## src/spf_pkg.sv

```systemverilog
// Shared types and fixed widths of the sweep-and-prune pair finder.
package spf_pkg;

	localparam int SQ_W         = 51;  // alarm distance register
	localparam int ID_PORT_W    = 10;  // box id on the ports
	localparam int COORD_PORT_W = 24;  // corner coordinate on the ports
	localparam int CTX_W        = 8;   // context id

	localparam logic KIND_MIN = 1'b0;
	localparam logic KIND_MAX = 1'b1;

	typedef enum logic [2:0] {
		ST_IDLE,
		ST_SCAN,
		ST_FLUSH,
		ST_FIND,
		ST_MOVE
	} spf_state_t;

	// what the list read issued in the previous cycle was for
	typedef enum logic [1:0] {
		OP_NONE,
		OP_SCAN,
		OP_FIND,
		OP_MOVE
	} spf_rd_op_t;

	// tag carried alongside an entry through the distance pipeline
	typedef struct packed {
		logic valid;
		logic tail;
	} spf_tag_t;

endpackage

```

## src/spf_dist_unit.sv

```systemverilog
// Pair filter: per-axis gap, square, sum and threshold compare, one entry a cycle.
module spf_dist_unit
	import spf_pkg::*;
#(
	parameter int CB  = 24,
	parameter int IDW = 10
) (
	input  logic                  clk,
	input  logic                  arst_n,
	input  spf_tag_t              in_tag,
	input  logic [IDW-1:0]        in_id,
	input  logic                  oth_sim,
	input  logic [CTX_W-1:0]      oth_ctx,
	input  logic [2:0][CB-1:0]    oth_lo,
	input  logic [2:0][CB-1:0]    oth_hi,
	input  logic                  new_sim,
	input  logic                  new_self,
	input  logic [CTX_W-1:0]      new_ctx,
	input  logic [2:0][CB-1:0]    new_lo,
	input  logic [2:0][CB-1:0]    new_hi,
	input  logic [SQ_W-1:0]       thr,
	output spf_tag_t              out_tag,
	output logic                  out_pass,
	output logic [IDW-1:0]        out_id
);

	localparam int SUM_W = 2 * CB + 2;

	// stage 2: gaps and flag filter
	spf_tag_t              tag_s2;
	logic [IDW-1:0]        id_s2;
	logic                  ok_s2;
	logic [2:0][CB-1:0]    gap_s2;
	logic [2:0][CB-1:0]    gap_c;

	// stage 3: squares
	spf_tag_t              tag_s3;
	logic [IDW-1:0]        id_s3;
	logic                  ok_s3;
	logic [2:0][2*CB-1:0]  sq_s3;

	// stage 4: sum and compare
	logic [SUM_W-1:0]      sum_c;
	logic [SQ_W-1:0]       sum_ext_c;
	spf_tag_t              tag_s4;
	logic [IDW-1:0]        id_s4;
	logic                  pass_s4;

	always_comb begin
		logic signed [CB:0] d1;
		logic signed [CB:0] d2;
		logic signed [CB:0] g;
		for (int a = 0; a < 3; a++) begin
			d1 = $signed({oth_lo[a][CB-1], oth_lo[a]}) - $signed({new_hi[a][CB-1], new_hi[a]});
			d2 = $signed({new_lo[a][CB-1], new_lo[a]}) - $signed({oth_hi[a][CB-1], oth_hi[a]});
			g  = d1[CB] ? '0 : d1;
			if (d2 > g) begin
				g = d2;
			end
			gap_c[a] = g[CB-1:0];
		end
	end

	always_ff @(posedge clk or negedge arst_n) begin
		if (!arst_n) begin
			tag_s2 <= '0;
			tag_s3 <= '0;
			tag_s4 <= '0;
		end else begin
			tag_s2 <= in_tag;
			tag_s3 <= tag_s2;
			tag_s4 <= tag_s3;
		end
	end

	always_ff @(posedge clk) begin
		id_s2  <= in_id;
		ok_s2  <= (new_sim | oth_sim) & ((new_ctx != oth_ctx) | new_self);
		gap_s2 <= gap_c;
		id_s3  <= id_s2;
		ok_s3  <= ok_s2;
		for (int a = 0; a < 3; a++) begin
			sq_s3[a] <= {{CB{1'b0}}, gap_s2[a]} * {{CB{1'b0}}, gap_s2[a]};
		end
		id_s4   <= id_s3;
		pass_s4 <= ok_s3 && (sum_ext_c <= thr);
	end

	assign sum_c = SUM_W'(sq_s3[0]) + SUM_W'(sq_s3[1]) + SUM_W'(sq_s3[2]);
	assign sum_ext_c = SQ_W'(sum_c);

	assign out_tag  = tag_s4;
	assign out_pass = pass_s4;
	assign out_id   = id_s4;

endmodule

```

## config.mk

```make
export PLATFORM = sky130hd
export DESIGN_NAME = spf_dist_unit
export DESIGN_NICKNAME = d
export VERILOG_FILES = /design/src/spf_pkg.sv /design/src/spf_dist_unit.sv
export SDC_FILE = /design/constraint.sdc
export NUM_CORES = 2
export LEC_CHECK = 0
export BUFFER_PORTS_ARGS = -buffer_cell sky130_fd_sc_hd__buf_2
export CAP_MARGIN = 0
export CORE_ASPECT_RATIO = 1.2
export CORE_MARGIN = 2
export CORE_UTILIZATION = 34
export DETAILED_ROUTE_END_ITERATION = 6
export SETUP_SLACK_MARGIN = 0.02
export SLEW_MARGIN = 20
export SYNTH_ARGS = -nofsm -noshare
export SYNTH_HDL_FRONTEND = slang
export SYNTH_SLANG_ARGS = --single-unit
export TNS_END_PERCENT = 100
```

## constraint.sdc

```tcl
create_clock -name clk -period 17.6 [get_ports clk]
set_clock_uncertainty 0.2 [all_clocks]
set_input_delay 2.64 -clock clk [delete_from_list [all_inputs] [get_ports clk]]
set_output_delay 2.64 -clock clk [all_outputs]
set_load 0.05 [all_outputs]
```

==> metrics.csv <==
stage;metric;value;unit
run_status;status;completed;
timing;hold_violations;0;
logic_synthesis;ys_seq_area_share;7.41;%
clock_tree;ctsHoldBuffers;0;
logic_synthesis;synth_edf_count;0;
setup_path;cp_top_family;adder cells;
floorplan;die_x;414;um
clock_tree;clockBufferDepth;3;
cells_and_area;stdcell_count;10700;
floorplan;die_area;205000;sq um
timing;tightest_slew;1.16;ns
logic_synthesis;synth_area_leaders;fa_1 (39%), ha_1 (15%), inv_1 (11%);
logic_synthesis;ys.flop_type;dfxtp_1;
route;dr.pass1.iters;5;
logic_synthesis;synth.most_common_cell;inv_1;
clock_tree;clock-root-buffer;clkbuf_16;
setup_path;worstSetupEndpointType;flop;
setup_path;worstSetupPathType;reg2reg;
floorplan;fp.dieH;496;um
floorplan;ios;385;
clock_tree;cts-resized-gates;0;
setup_path;critical_path_depth;26;
grt;grt_max_degree;45;
cells_and_area;final_util;37.3;%
grt;antenna_found_initial;3;
logic_synthesis;netlist_instances;7677;
clock_tree;cts-htree-levels;2;
hold_path;min_path_cells;0;
clock_tree;path_clk_slew;0.07;ns
timing;drv_slew;0;
logic_synthesis;synth_common_cells;inv_1 (2092), fa_1 (1320), ha_1 (843);
job;drv_cap;0;
setup_path;required;17.89;ns
timing;period_minus_slack;8.36;ns
timing;rsz0062_at_grt;no;
route;drc;0;
timing;relSlewSlack;21.8;%
route;drt_iter0_drc;2101;
setup_path;slowest_delay;1.03;ns
route;wl;175000;um
logic_synthesis;yosysWarnings;0;
route;vias;50800;
logic_synthesis;synth_top_area_cell;fa_1;
route;ant_nets;0;
route;avgViaCountPerCell;4.77;
clock_tree;numCtsBuffers;34;
cells_and_area;syn_to_final_growth;9.17;%
timing;fmax;120;MHz
hold_path;hold_path.class;reg2reg;
setup_path;r2r_cells;26;
setup_path;slowest_stage;dfxtp_1;
logic_synthesis;synth.top_cell.area_share;38.6;%
clock_tree;postCtsSetupRepairBufs;0;
clock_tree;cts_sinks;252;
timing;setup_violations;0;
cells_and_area;nFillCells;20300;
logic_synthesis;yosys_register_bits;252;
cells_and_area;layout-drive-gt1-share;7.37;%
floorplan;rows;180;
logic_synthesis;ys_types;93;
logic_synthesis;synthesis.area;68400;sq um
timing;fin_tns_setup;0;ns
cells_and_area;fin_area;74700;sq um
grt;grt_pass1_vias;56100;
route;wl_per_cell;16.5;um
timing;fin_crit_sh;47.5;%
cells_and_area;multiInputGateArea;54800;sq um
setup_path;cp_max_fo;24;
place;port_buffers;384;
setup_path;start_kind;flop;
grt;grt_usage;17.6;%
clock_tree;tritoncts;done;
setup_path;crit_buf_inv;7;
floorplan;coreArea;200000;sq um
grt;grt_overflow;0;
place;gp_routability_congestion;0.902;
place;hpwl;147000;um
floorplan;start_util;34.2;%
setup_path;cp.arrival;8.65;ns
clock_tree;insertion_delay;0.62;ns
cells_and_area;nets;10500;
place;place_area;73500;sq um
place;dp_cells;10600;
cells_and_area;seq_area;5080;sq um
grt;grt_pass1_wl;288000;um
logic_synthesis;syn_avg_cell_area;8.92;sq um
logic_synthesis;synth_async_sr_flop_share;2.38;%
flip-flops by register name (all words and copies together), names as in the netlist:
| register | flops |
|---|---|
| gap_s2 | 72 |
| tag_s2 | 2 |
| out_id | 10 |
| ok_s3 | 1 |
| id_s2 | 10 |
| ok_s2 | 1 |
| sq_s3 | 141 |
| id_s3 | 10 |
| tag_s3 | 2 |
| out_tag | 2 |
| out_pass | 1 |
placed cells by master (no fill, tap or decap), drive strengths merged, types with 9 or more instances in the layout:
cell type	count
mux2i	34
a21oi	275
xor2	111
o21a	48
clkbuf	41
o221ai	9
mux2	32
fa	1320
inv	2097
nor2	214
and2	371
and3	28
ha	843
or2	15
nand3b	9
o2111ai	10
nor3	53
a31oi	30
o21ai	189
dfxtp	246
or3	18
xnor2	204
nand2b	47
a211oi	33
a21boi	15
a311oi	12
nand4	45
nand2	661
nor4	12
and4	11
o31ai	11
a221oi	11
buf	456
nand3	65
o21bai	43
o211ai	19
a21o	191
nor2b	57
path summary, 6_finish.rpt:
check                        endpoint  startpoint  slack, ns
max in group asynchronous  out_tag[0]      arst_n      15.43
min                          id_s3[5]    id_s2[5]       0.13
min in group asynchronous  out_tag[1]      arst_n       1.64
min reg2reg                  id_s3[5]    id_s2[5]       0.13
max reg2reg                 sq_s3[47]   gap_s2[2]       9.24
max                         sq_s3[47]   gap_s2[2]       9.24
metrics by stage:
step,worst slack (ns),hold WS (ns)
final,9.24,0.126
after global routing,8.83,0.132
after global placement,9.29,0.110
after detailed placement,9.31,0.112
after floorplan,10.19,0.110
after CTS,9.30,0.127
worst reg2reg max path, cell delays in order (launching register included):
cell,delay [ns]
dfxtp_1,1.03
nand2_1,0.27
fa_1,0.58
inv_1,0.05
fa_1,0.53
inv_1,0.06
fa_1,0.53
inv_1,0.05
fa_1,0.50
inv_1,0.05
fa_1,0.52
inv_1,0.05
fa_1,0.48
inv_1,0.05
fa_1,0.48
inv_1,0.04
ha_1,0.24
or3_1,0.41
o221ai_1,0.26
a21boi_1,0.20
o221a_2,0.34
o21ai_1,0.34
o31ai_1,0.16
o41a_1,0.35
a21boi_1,0.22
o21ai_1,0.12
xnor2_1,0.12
cell families after synthesis:
kind of cell    share of synthesized area [%]
mux                                      1.11
fa+ha+maj                                54.0
simple gates                             11.5
compound gates                           9.35
flops                                    7.41
buf+inv                                  12.5
xor+xnor                                 4.03
other cells                            0.0110
per-layer routing:
layer	global-route usage [%]	share of wire [%]	routed length, um
met1	21.2	40	70700
met4	7.90	5.1	8910
met2	31.8	51	89300
met3	1.55	3.6	6310
met5	0	0	0
layout make-up:
class,instances,area share [%]
Clock buffer,41,1.26
Clock inverter,20,0.362
Antenna cell,4,0.0134
Tap cell,2639,4.42
Sequential cell,252,6.79
Timing Repair Buffer,456,3.30
Multi-Input combinational cell,5147,73.4
Inverter,2092,10.5
Power is not shown: default switching activity piles up to over one toggle a cycle in this logic, so the estimate is an artifact.
